<file path="config.mk">
export PLATFORM = sky130hd
export DESIGN_NAME = k_way_sorted_run_merge
export DESIGN_NICKNAME = d
export VERILOG_FILES = /design/src/design/kwm_pkg.sv /design/src/design/kwm_front.sv /design/src/design/kwm_queue.sv /design/src/design/kwm_back.sv /design/src/design/k_way_sorted_run_merge.sv
export SDC_FILE = /design/constraint.sdc
export NUM_CORES = 2
export LEC_CHECK = 0
export BUFFER_PORTS_ARGS = -buffer_cell sky130_fd_sc_hd__buf_2
export CAP_MARGIN = 10
export CORE_MARGIN = 2
export CORE_UTILIZATION = 65
export CTS_BUF_LIST = sky130_fd_sc_hd__clkbuf_16
export DETAILED_ROUTE_END_ITERATION = 8
export GPL_TIMING_DRIVEN = 1
export PLACE_DENSITY_LB_ADDON = 0.15
export SLEW_MARGIN = 20
export SYNTH_ARGS = -nofsm -noshare
export SYNTH_HDL_FRONTEND = slang
export SYNTH_SLANG_ARGS = --single-unit
</file>
<file path="constraint.sdc">
create_clock -name i_clk -period 18.9 [get_ports i_clk]
set_input_delay 1.89 -clock i_clk [delete_from_list [all_inputs] [get_ports i_clk]]
set_output_delay 1.89 -clock i_clk [all_outputs]
set_load 0.02 [all_outputs]
</file>
<file path="src/design/kwm_pkg.sv">
// Shared types and constants for the k-way sorted run merge.
package kwm_pkg;

    // Fixed field widths of the word ports
    localparam int RUN_W     = 4;
    localparam int VAL_W     = 32;
    localparam int CNT_W     = 5;
    localparam int RUN_LIMIT = 16;

    // Reset value of the run count register
    localparam logic [CNT_W-1:0] CNT_RESET = 5'd16;

    // What the back end does with a queued word
    typedef enum logic [1:0] {
        K_DROP = 2'd0,
        K_LOAD = 2'd1,
        K_END  = 2'd2
    } t_kind;

    // One classified input word
    typedef struct packed {
        t_kind                    kind;
        logic [RUN_W-1:0]         run;
        logic signed [VAL_W-1:0]  value;
    } t_entry;

    // Queue status seen by the producer and the consumer
    typedef struct packed {
        logic full;
        logic empty;
    } t_q_stat;

endpackage

</file>
<file path="src/design/kwm_front.sv">
// Front end: run count register and classification of input words.
module kwm_front
    import kwm_pkg::*;
#(
    parameter int NUM_RUNS = 16
) (
    input  logic                   i_clk,
    input  logic                   i_rst_n,
    input  logic                   i_cfg_valid,
    input  logic [CNT_W-1:0]       i_cfg_num_runs,
    input  logic                   i_valid,
    input  logic [RUN_W-1:0]       i_run,
    input  logic signed [VAL_W-1:0] i_value,
    input  logic                   i_ended,
    input  t_q_stat                i_q_stat,
    output logic                   o_push,
    output t_entry                 o_entry,
    output logic [CNT_W-1:0]       o_count
);

    localparam int DEPTH = (NUM_RUNS < RUN_LIMIT) ? NUM_RUNS : RUN_LIMIT;

    logic [CNT_W-1:0] r_num_runs;

    // Hold the configured run count
    always_ff @(posedge i_clk) begin
        if (!i_rst_n) begin
            r_num_runs <= CNT_RESET;
        end else if (i_cfg_valid) begin
            r_num_runs <= i_cfg_num_runs;
        end
    end

    // Clamp the count to the range the storage supports
    always_comb begin
        if (r_num_runs == '0) begin
            o_count = CNT_W'(1);
        end else if (r_num_runs > CNT_W'(DEPTH)) begin
            o_count = CNT_W'(DEPTH);
        end else begin
            o_count = r_num_runs;
        end
    end

    // Classify the word and push it while the queue has room
    always_comb begin
        o_push        = i_valid && !i_q_stat.full;
        o_entry.run   = i_run;
        o_entry.value = i_value;
        if ({1'b0, i_run} >= o_count) begin
            o_entry.kind = K_DROP;
        end else if (i_ended) begin
            o_entry.kind = K_END;
        end else begin
            o_entry.kind = K_LOAD;
        end
    end

endmodule

</file>
<file path="src/design/kwm_queue.sv">
// Two-entry queue between the front end and the back end.
module kwm_queue
    import kwm_pkg::*;
(
    input  logic    i_clk,
    input  logic    i_rst_n,
    input  logic    i_push,
    input  t_entry  i_entry,
    input  logic    i_pop,
    output t_entry  o_entry,
    output t_q_stat o_stat
);

    t_entry     r_mem [2];
    logic       r_wp;
    logic       r_rp;
    logic [1:0] r_cnt;
    logic       w_push;
    logic       w_pop;

    assign o_stat.full  = (r_cnt == 2'd2);
    assign o_stat.empty = (r_cnt == 2'd0);
    assign w_push       = i_push && !o_stat.full;
    assign w_pop        = i_pop && !o_stat.empty;
    assign o_entry      = r_mem[r_rp];

    // Advance pointers and fill count
    always_ff @(posedge i_clk) begin
        if (!i_rst_n) begin
            r_wp  <= 1'b0;
            r_rp  <= 1'b0;
            r_cnt <= 2'd0;
        end else begin
            if (w_push) begin
                r_wp <= ~r_wp;
            end
            if (w_pop) begin
                r_rp <= ~r_rp;
            end
            if (w_push && !w_pop) begin
                r_cnt <= r_cnt + 2'd1;
            end else if (w_pop && !w_push) begin
                r_cnt <= r_cnt - 2'd1;
            end
        end
    end

    // Store the pushed word
    always_ff @(posedge i_clk) begin
        if (w_push) begin
            r_mem[r_wp] <= i_entry;
        end
    end

endmodule

</file>
<file path="src/design/kwm_back.sv">
// Back end: run state, registered minimum tree and result register.
module kwm_back
    import kwm_pkg::*;
#(
    parameter int NUM_RUNS = 16
) (
    input  logic                    i_clk,
    input  logic                    i_rst_n,
    input  logic [CNT_W-1:0]        i_count,
    input  t_q_stat                 i_q_stat,
    input  t_entry                  i_entry,
    output logic                    o_pop,
    input  logic                    i_stall,
    output logic                    o_valid,
    output logic signed [VAL_W-1:0] o_value_res,
    output logic [RUN_W-1:0]        o_source_run,
    output logic                    o_done_res
);

    localparam int DEPTH  = (NUM_RUNS < RUN_LIMIT) ? NUM_RUNS : RUN_LIMIT;
    localparam int IW     = $clog2(DEPTH);
    localparam int LEVELS = $clog2(DEPTH);
    localparam int PAD    = 1 << LEVELS;
    localparam int LW     = (LEVELS > 1) ? $clog2(LEVELS) : 1;

    typedef enum logic [3:0] {
        S_IDLE  = 4'b0001,
        S_CHECK = 4'b0010,
        S_TREE  = 4'b0100,
        S_EMIT  = 4'b1000
    } t_state;

    t_state                  r_state;
    logic [DEPTH-1:0]        r_finished;
    logic [DEPTH-1:0]        r_loaded;
    logic [LW-1:0]           r_level;
    logic signed [VAL_W-1:0] r_head [DEPTH];
    logic                    r_c_vld [PAD];
    logic signed [VAL_W-1:0] r_c_val [PAD];
    logic [IW-1:0]           r_c_idx [PAD];

    logic [DEPTH-1:0]        w_active;
    logic [DEPTH-1:0]        w_open;
    logic [DEPTH-1:0]        w_wait;
    logic                    w_out_free;
    logic [IW-1:0]           w_ri;
    logic                    w_apply;
    logic                    w_head_we;
    logic                    w_cand_load;
    logic                    w_tree_step;
    logic                    w_done_out;
    logic                    w_emit;
    logic                    w_pick [PAD/2];

    // Decode run masks and the actions of this cycle
    always_comb begin
        for (int i = 0; i < DEPTH; i++) begin
            w_active[i] = (CNT_W'(i) < i_count);
        end
        w_open      = w_active & ~r_finished;
        w_wait      = w_open & ~r_loaded;
        w_out_free  = !o_valid || !i_stall;
        w_ri        = i_entry.run[IW-1:0];
        o_pop       = (r_state == S_IDLE) && !i_q_stat.empty;
        w_apply     = o_pop && (i_entry.kind != K_DROP)
                      && !r_loaded[w_ri] && !r_finished[w_ri];
        w_head_we   = w_apply && (i_entry.kind == K_LOAD);
        w_done_out  = (r_state == S_CHECK) && (w_wait == '0) && (w_open == '0)
                      && w_out_free;
        w_cand_load = (r_state == S_CHECK) && (w_wait == '0) && (w_open != '0);
        w_tree_step = (r_state == S_TREE);
        w_emit      = (r_state == S_EMIT) && w_out_free;
    end

    // Pick the better of each pair; the lower index wins a tie
    always_comb begin
        for (int i = 0; i < PAD / 2; i++) begin
            w_pick[i] = !r_c_vld[2*i]
                        || (r_c_vld[2*i+1] && (r_c_val[2*i+1] < r_c_val[2*i]));
        end
    end

    // Sequence one word: apply it, check readiness, reduce, emit
    always_ff @(posedge i_clk) begin
        if (!i_rst_n) begin
            r_state    <= S_IDLE;
            r_finished <= '0;
            r_loaded   <= '0;
            r_level    <= '0;
            o_valid    <= 1'b0;
        end else begin
            if (o_valid && !i_stall) begin
                o_valid <= 1'b0;
            end
            unique case (r_state)
                S_IDLE: begin
                    if (o_pop) begin
                        if (w_apply) begin
                            if (i_entry.kind == K_END) begin
                                r_finished[w_ri] <= 1'b1;
                            end else begin
                                r_loaded[w_ri] <= 1'b1;
                            end
                        end
                        r_state <= S_CHECK;
                    end
                end
                S_CHECK: begin
                    if (w_wait != '0) begin
                        r_state <= S_IDLE;
                    end else if (w_cand_load) begin
                        r_level <= '0;
                        r_state <= S_TREE;
                    end else if (w_done_out) begin
                        o_valid    <= 1'b1;
                        r_finished <= '0;
                        r_loaded   <= '0;
                        r_state    <= S_IDLE;
                    end
                end
                S_TREE: begin
                    if (r_level == LW'(LEVELS - 1)) begin
                        r_state <= S_EMIT;
                    end else begin
                        r_level <= r_level + LW'(1);
                    end
                end
                S_EMIT: begin
                    if (w_emit) begin
                        o_valid             <= 1'b1;
                        r_loaded[r_c_idx[0]] <= 1'b0;
                        r_state             <= S_IDLE;
                    end
                end
                default: begin
                    r_state <= S_IDLE;
                end
            endcase
        end
    end

    // Write the head of the refilled run
    always_ff @(posedge i_clk) begin
        if (w_head_we) begin
            r_head[w_ri] <= i_entry.value;
        end
    end

    // Load the candidate row, then halve it once a cycle
    always_ff @(posedge i_clk) begin
        if (w_cand_load) begin
            for (int i = 0; i < PAD; i++) begin
                r_c_idx[i] <= IW'(i);
                if (i < DEPTH) begin
                    r_c_vld[i] <= w_open[i];
                    r_c_val[i] <= r_head[i];
                end else begin
                    r_c_vld[i] <= 1'b0;
                    r_c_val[i] <= '0;
                end
            end
        end else if (w_tree_step) begin
            for (int i = 0; i < PAD / 2; i++) begin
                if (w_pick[i]) begin
                    r_c_vld[i] <= r_c_vld[2*i+1];
                    r_c_val[i] <= r_c_val[2*i+1];
                    r_c_idx[i] <= r_c_idx[2*i+1];
                end else begin
                    r_c_vld[i] <= r_c_vld[2*i];
                    r_c_val[i] <= r_c_val[2*i];
                    r_c_idx[i] <= r_c_idx[2*i];
                end
            end
        end
    end

    // Fill the result register
    always_ff @(posedge i_clk) begin
        if (w_done_out) begin
            o_value_res  <= '0;
            o_source_run <= '0;
            o_done_res   <= 1'b1;
        end else if (w_emit) begin
            o_value_res  <= r_c_val[0];
            o_source_run <= RUN_W'(r_c_idx[0]);
            o_done_res   <= 1'b0;
        end
    end

endmodule

</file>
<file path="src/design/k_way_sorted_run_merge.sv">
// Top level of the k-way sorted run merge.
//
// Merges up to 16 ascending runs of signed 32-bit values into one ascending
// word stream. Each input word names a run and carries its next head value,
// or marks the run as ended. Once every taking-part run holds a head or has
// ended, the smallest head leaves on the result channel with the run that
// must be refilled next; ties go to the lowest run. When all runs have
// ended a done word leaves and all run state clears.
// Channels: input words on i_valid / o_stall, results on o_valid / i_stall,
// the run count on i_cfg_valid / o_cfg_ready (always ready).
// Timing: a front end classifies words into a two-entry queue; the back end
// takes a word and checks the runs. When a result is produced, it reduces the
// heads through the registered minimum tree, one level per cycle, before the
// result register is loaded. It takes no new word until it is back in idle.
// Reset (synchronous, active low) clears all run state, sets the run count
// to 16 and empties the queue and the result register.
// While i_stall is high the result word holds; the back end waits for the
// register and the queue fills, then o_stall rises.
module k_way_sorted_run_merge
    import kwm_pkg::*;
#(
    parameter int NUM_RUNS = 16
) (
    input  logic                    i_clk,
    input  logic                    i_rst_n,
    input  logic                    i_cfg_valid,
    output logic                    o_cfg_ready,
    input  logic [CNT_W-1:0]        i_cfg_num_runs,
    input  logic                    i_valid,
    output logic                    o_stall,
    input  logic [RUN_W-1:0]        i_run,
    input  logic signed [VAL_W-1:0] i_value,
    input  logic                    i_ended,
    output logic                    o_valid,
    input  logic                    i_stall,
    output logic signed [VAL_W-1:0] o_value_res,
    output logic [RUN_W-1:0]        o_source_run,
    output logic                    o_done_res
);

    t_entry           w_push_entry;
    t_entry           w_pop_entry;
    t_q_stat          w_q_stat;
    logic             w_push;
    logic             w_pop;
    logic [CNT_W-1:0] w_count;

    assign o_cfg_ready = 1'b1;
    assign o_stall     = w_q_stat.full;

    kwm_front #(
        .NUM_RUNS (NUM_RUNS)
    ) u_front (
        .i_clk          (i_clk),
        .i_rst_n        (i_rst_n),
        .i_cfg_valid    (i_cfg_valid),
        .i_cfg_num_runs (i_cfg_num_runs),
        .i_valid        (i_valid),
        .i_run          (i_run),
        .i_value        (i_value),
        .i_ended        (i_ended),
        .i_q_stat       (w_q_stat),
        .o_push         (w_push),
        .o_entry        (w_push_entry),
        .o_count        (w_count)
    );

    kwm_queue u_queue (
        .i_clk   (i_clk),
        .i_rst_n (i_rst_n),
        .i_push  (w_push),
        .i_entry (w_push_entry),
        .i_pop   (w_pop),
        .o_entry (w_pop_entry),
        .o_stat  (w_q_stat)
    );

    kwm_back #(
        .NUM_RUNS (NUM_RUNS)
    ) u_back (
        .i_clk        (i_clk),
        .i_rst_n      (i_rst_n),
        .i_count      (w_count),
        .i_q_stat     (w_q_stat),
        .i_entry      (w_pop_entry),
        .o_pop        (w_pop),
        .i_stall      (i_stall),
        .o_valid      (o_valid),
        .o_value_res  (o_value_res),
        .o_source_run (o_source_run),
        .o_done_res   (o_done_res)
    );

endmodule

</file>
# After elaboration in Yosys (flattened, before gate mapping)
# Memories as Yosys holds them, arrays and structs flattened. A register that Yosys moved wholly into a read port is not among the register bits.
# Index checks and enable logic that the tools add are counted.
[word_totals]
ff_bits = 85
latch_bits = 0
mem_bits_rw = 1180
rom_bits = 0
input_bits = 47
output_inout_bits = 40
wordCells = 357
memories = 5
[op_classes]
add_sub_neg = 3
n_mul = 0
div_mod_pow = 0
magnitude_cmp = 30
n_eq_ne = 20
shift = 0
muxes = 163
bitwise_logic = 58
n_reduce_logical = 66
[mem_list]
columns = ["name", "words", "width", "read_ports", "rd_ports_with_merged_regs", "write_ports", "line_no", "text"]
rows = [
  ["u_back.r_c_val", 16, 32, 16, 0, 16, "kwm_back.sv:39", "logic signed [VAL_W-1:0] r_c_val [PAD];"],
  ["u_back.r_head", 16, 32, 16, 0, 1, "kwm_back.sv:37", "logic signed [VAL_W-1:0] r_head [DEPTH];"],
  ["u_queue.r_mem", 2, 38, 1, 1, 1, "kwm_queue.sv:14", "t_entry r_mem [2];"],
  ["u_back.r_c_idx", 16, 4, 16, 0, 16, "kwm_back.sv:40", "logic [IW-1:0] r_c_idx [PAD];"],
  ["u_back.r_c_vld", 16, 1, 16, 0, 16, "kwm_back.sv:38", "logic r_c_vld [PAD];"],
]
[ops]
columns = ["operator", "n"]
rows = [
  ["$mux W32", 16],
  ["$lt A32 B32 Y1", 8],
  ["$mux W16", 10],
  ["$mux W1", 97],
  ["$mux W4", 22],
  ["$and A16 B16 Y16", 3],
  ["$not A16 Y16", 3],
  ["$or A1 B1 Y1", 48],
  ["$pmux W16 S3", 1],
  ["$lt A4 B5 Y1 const A", 8],
  ["$logic_not A16 Y1", 2],
  ["$or A16 B16 Y16", 2],
  ["$pmux W16 S2", 1],
  ["$reduce_bool A16 Y1", 2],
  ["$logic_and A1 B1 Y1", 26],
  ["$lt A3 B5 Y1 const A", 4],
  ["$logic_not A1 Y1", 16],
  ["$pmux W4 S4", 1],
  ["$mux W2", 7],
  ["$ne A2 B2 Y1 const B", 7],
  ["$lt A1 B5 Y1 const A", 2],
  ["$lt A2 B5 Y1 const A", 2],
  ["$lt A4 B5 Y1 const B", 2],
  ["$mux W5", 2],
  ["other kinds (26)", 48],
]

# Depth between registers and ports, before layout
[depth]
word_depth = 14
mapped_depth = 12
ltp_nobuf = 10

# Cells and area by module
# Synthesis repeated with hierarchy kept, for this count alone.
[hier_totals]
hier_cells = 3683
area_unflattened_um2 = 51388.0
[modules_own_cells]
columns = ["module", "instances", "cells_each", "area_per_inst_um2", "seq_area_each_um2"]
rows = [
  ["kwm_back", 1, 3460, 47789.6, 33382.0],
  ["kwm_queue", 1, 143, 2971.6, 2382.3],
  ["kwm_front", 1, 78, 615.6, 100.1],
  ["k_way_sorted_run_merge", 1, 2, 11.3, 0.0],
]

# Worst setup path after synthesis
# OpenSTA, ideal clock, no wires.
[synth_path]
path_kind = "reg2reg"
start = "register u_front.r_num_runs[3]"
end = "memory u_back.r_c_idx[0][4] (netlist name) (enable)"
setup_ps = 1911
arrival_ps = 5666
t_required_ps = 16989
setup_slack_ps = 11323
stages_incl_launch_ff = 9
path_buffers = 1
period_less_slack_ps = 7577
path_cell_list = "dfxtp_1 -> buf_2 -> nor2_1 -> a21o_1 -> nand2_1 -> nor4_1 -> nand3_1 -> nand2_1 -> nand2_1"
[synth_lines]
columns = ["element", "line_no", "text"]
rows = [
  ["start: declaration", "kwm_front.sv:23", "logic [CNT_W-1:0] r_num_runs;"],
  ["start signal: assignment", "kwm_front.sv:30", "r_num_runs <= i_cfg_num_runs;"],
  ["end: declaration", "kwm_back.sv:40", ""],
]

==> flow_metrics.py <==
metrics = {
    "global_routing": {
        "grt_pass1_wl_mm": 181,
        "antenna_found_initial": 14,
        "grt_pass1_vias": 28803,
        "grt_max_degree": 191,
        "grt.total_usage_pct": 31.4,
        "grt-ovfl-total": 0,
    },
    "worst_hold_path": {
        "worstHoldPathCells": 0,
        "holdPathEnd": "u_back.r_c_val[1][172]",
        "hold_class": "flop to flop",
        "hold_path_startpoint": "u_back.r_head[13][12]",
    },
    "finish": {
        "drive_gt1_share_pct": 10.5,
        "syn_to_final_growth_pct": 11.1,
        "multi_input_area_sq_mm": 0.0132,
        "final_cell_area_sq_mm": 0.0561,
        "final_cell_mix": "1137 x edfxtp_1, 399 x nand2_1, 298 x inv_1, 254 x ha_1, 235 x mux2i_1",
        "utilization_pct": 72.7,
        "instances_no_fill": 4782,
        "final_common_cell": "edfxtp_1",
        "regArea_sq_mm": 0.0359,
        "finalNetCount": 3946,
        "fill_cells": 4868,
    },
    "die": {
        "die_h_um": 283,
        "core.rowCount": 102,
        "ios": 87,
        "core_sq_mm": 0.0772,
        "dieArea_sq_mm": 0.0800,
        "initial_core_util_pct": 65.4,
        "die_w_um": 283,
    },
    "worst_setup_path": {
        "cp-end-kind": "flop",
        "worst-r2r-cell-count": 8,
        "ff2ff_setup_slack_ns": 13.77,
        "cp_max_fo": 70,
        "reg2reg_to": "u_back.r_c_val[0][196]",
        "arrival_ns": 5.46,
        "worstPathRequired_ns": 19.23,
        "regToRegStartpoint": "u_front.r_num_runs[4]",
        "worstSetupPathType": "flop to flop",
        "start_kind": "flop",
    },
    "clocking": {
        "cts_hold_buf": 0,
        "cts_setup_buffers": 0,
        "tritoncts": "yes",
        "cts_htree_levels": 3,
        "path_clk_slew_ns": 0.06,
        "clock_sinks": 1223,
        "root_buffer": "clkbuf_16",
        "clk-insertion-delay-late_ns": 0.71,
        "cts_resized": 0,
        "clockBufferDepth": 3,
        "cts_buffers": 118,
    },
    "pwr": {
        "power.total_mw": 5.90,
        "p_sw_mw": 1.41,
        "power_frac_comb_pct": 7.6,
        "power.share.switching_pct": 23.9,
        "p_clk_share_pct": 39.7,
        "peakVddDrop_v": 0.000164,
        "p_int_mw": 4.49,
        "power.leakage_nw": 21.6,
        "p_per_area_mw_per_mm2": 105,
        "power_frac_seq_pct": 52.7,
    },
    "outcome": {
        "outcome": "finished clean",
    },
    "route": {
        "dr.pass1.iters": 8,
        "wl_per_cell_um": 25.9,
        "drc": 0,
        "drt-total-wl_mm": 124,
        "drt_iter0_drc": 3371,
        "viasPerCell": 6.10,
        "num_vias": 29186,
        "final_antenna_net_count": 0,
    },
    "timing": {
        "finalMaxSlewViolations": 0,
        "min_period_ns": 5.13,
        "clock_skew_ns": 0.0442,
        "holdWs_ns": 0.406,
        "setup_violations": 0,
        "finalHoldViolations": 0,
        "slew_headroom_pct": 25.4,
        "setup_slack_ns": 13.77,
        "rsz0062_at_grt": "no",
        "fmax_mhz": 195,
        "fin_crit_sh_pct": 27.2,
        "setup_tns_ns": 0,
        "tightest_slew_ns": 1.09,
    },
    "synth": {
        "yosysSeqAreaShare_pct": 71.0,
        "netlist_area_sq_mm": 0.0505,
        "syn_area_per_cell_sq_um": 14.3,
        "ys_warn_count": 0,
        "ys_seq_elements": 1223,
        "syn-instance-count": 3522,
        "synth_edf_count": 1137,
        "syn_nets": 3823,
        "synth.distinct_cells": 80,
        "synth_flop_cell": "edfxtp_1",
        "postSynth.asyncResetShare_pct": 0,
    },
    "placement": {
        "dpl_cell_area_sq_mm": 0.0522,
        "portBuffers": 85,
        "dp_slack_ns": 13.77,
        "dp.cells": 4565,
        "gp_congestion": 0.949,
        "dp_hpwl_mm": 82.0,
    },
    "job": {
        "maxCapViolations": 0,
    },
}
## registers in the layout, summed over array words and instances (netlist names), 4 cells and up, named ones only
register,flops
u_back.r_c_idx,21
u_queue.r_mem,76
u_back.r_state,4
u_back.r_head,512
u_back.r_c_val,512
u_back.r_finished,16
u_back.o_value_res,32
u_back.r_c_vld,16
u_back.r_loaded,16
u_back.o_source_run,4
u_front.r_num_runs,5
## worst max path at each step
stage | from | end | slack [ns] | cells past startpoint
floorplan | u_front.r_num_runs[3] | u_back.r_c_idx[0][4] | 11.32 | 8
global route | u_front.r_num_runs[4] | u_back.r_c_val[0][196] | 13.39 | 8
detailed placement | u_front.r_num_runs[4] | u_back.r_c_val[0][198] | 13.77 | 8
finish | u_front.r_num_runs[4] | u_back.r_c_val[0][196] | 13.77 | 8
CTS | u_front.r_num_runs[4] | u_back.r_c_val[0][196] | 13.76 | 8
global placement | u_front.r_num_runs[4] | u_back.r_c_val[0][198] | 13.89 | 8
## per-layer routing
| metal | part of all wire [%] | track usage, % |
|---|---|---|
| met1 | 41 | 44.5 |
| met2 | 46 | 48.9 |
| met3 | 9.1 | 6.37 |
| met4 | 3.6 | 11.6 |
| met5 | 0 | 0 |
## cell families after synthesis
kind of cell	count (synthesis)	synth area share, %
buffers and inverters	406	3.20
AND/OR/NAND/NOR	727	6.27
multiplexers	269	5.41
other	1	0.00742
XOR/XNOR	5	0.0867
flip-flops	1223	71.0
AO/OA/AOI/OAI	636	7.73
adder cells (fa/ha/maj)	255	6.31
## synthesized netlist by cell type (5+ instances only)
master     instances  area (sq um)
a32o_1            16           160
ha_1             254          3180
buf_4              9          67.6
o21ai_1            8          40.0
clkbuf_1          85           319
mux2_2            34           383
nor3_1            38           190
nor2b_1            9          56.3
a211oi_1          22           165
edfxtp_1        1137         34100
buf_2             23           115
nor4_1             7          43.8
a22oi_1            5          37.5
nand3_1           13          65.1
or3_1              5          31.3
o21ai_0          221          1110
mux2i_1          235          2350
nand3b_1           6          45.0
a21oi_1          171           856
nand2_1          400          1500
and2_1             8          50.1
a31o_2            16           140
a31oi_1           26           163
a211o_1            9          78.8
nor2_1           162           608
o31ai_1            9          67.6
o2111ai_1          5          43.8
dfxtp_1           86          1720
o211ai_1          10          75.1
inv_1            276          1040
nand2b_1          17           106
a2111oi_0          5          43.8
a21o_1            59           443
o21a_1            10          75.1
nand4_1           36           225
buf_1              6          22.5
## power by group through the flow
stage	Clock, mW	Sequential (mW)	Combinational (mW)
floorplan	0	3.15	0.181
CTS	2.36	3.11	0.441
detailed placement	0	3.17	0.438
global route	2.47	3.11	0.462
global placement	0	3.16	0.432
finish	2.34	3.11	0.447
## critical path, stage by stage (launching register included)
cell and delay [ns]:
dfxtp_1 0.65, clkinv_1 0.45, a311oi_1 0.58, nor3_1 0.10, nand3_1 0.35, nand2_1 0.33, nand2_4 0.74, buf_4 0.64
buf_4 0.79
## final cells by class
type                            count  share of cell area [%]
Clock buffer                      118                    5.26
Sequential cell                  1223                    63.9
Inverter                          278                    1.89
Multi-Input combinational cell   1893                    23.6
Tap cell                         1040                    2.32
Clock inverter                     98                    1.64
Antenna cell                        1                 0.00446
Timing Repair Buffer              131                    1.40
(Power assumes the default switching activity.)
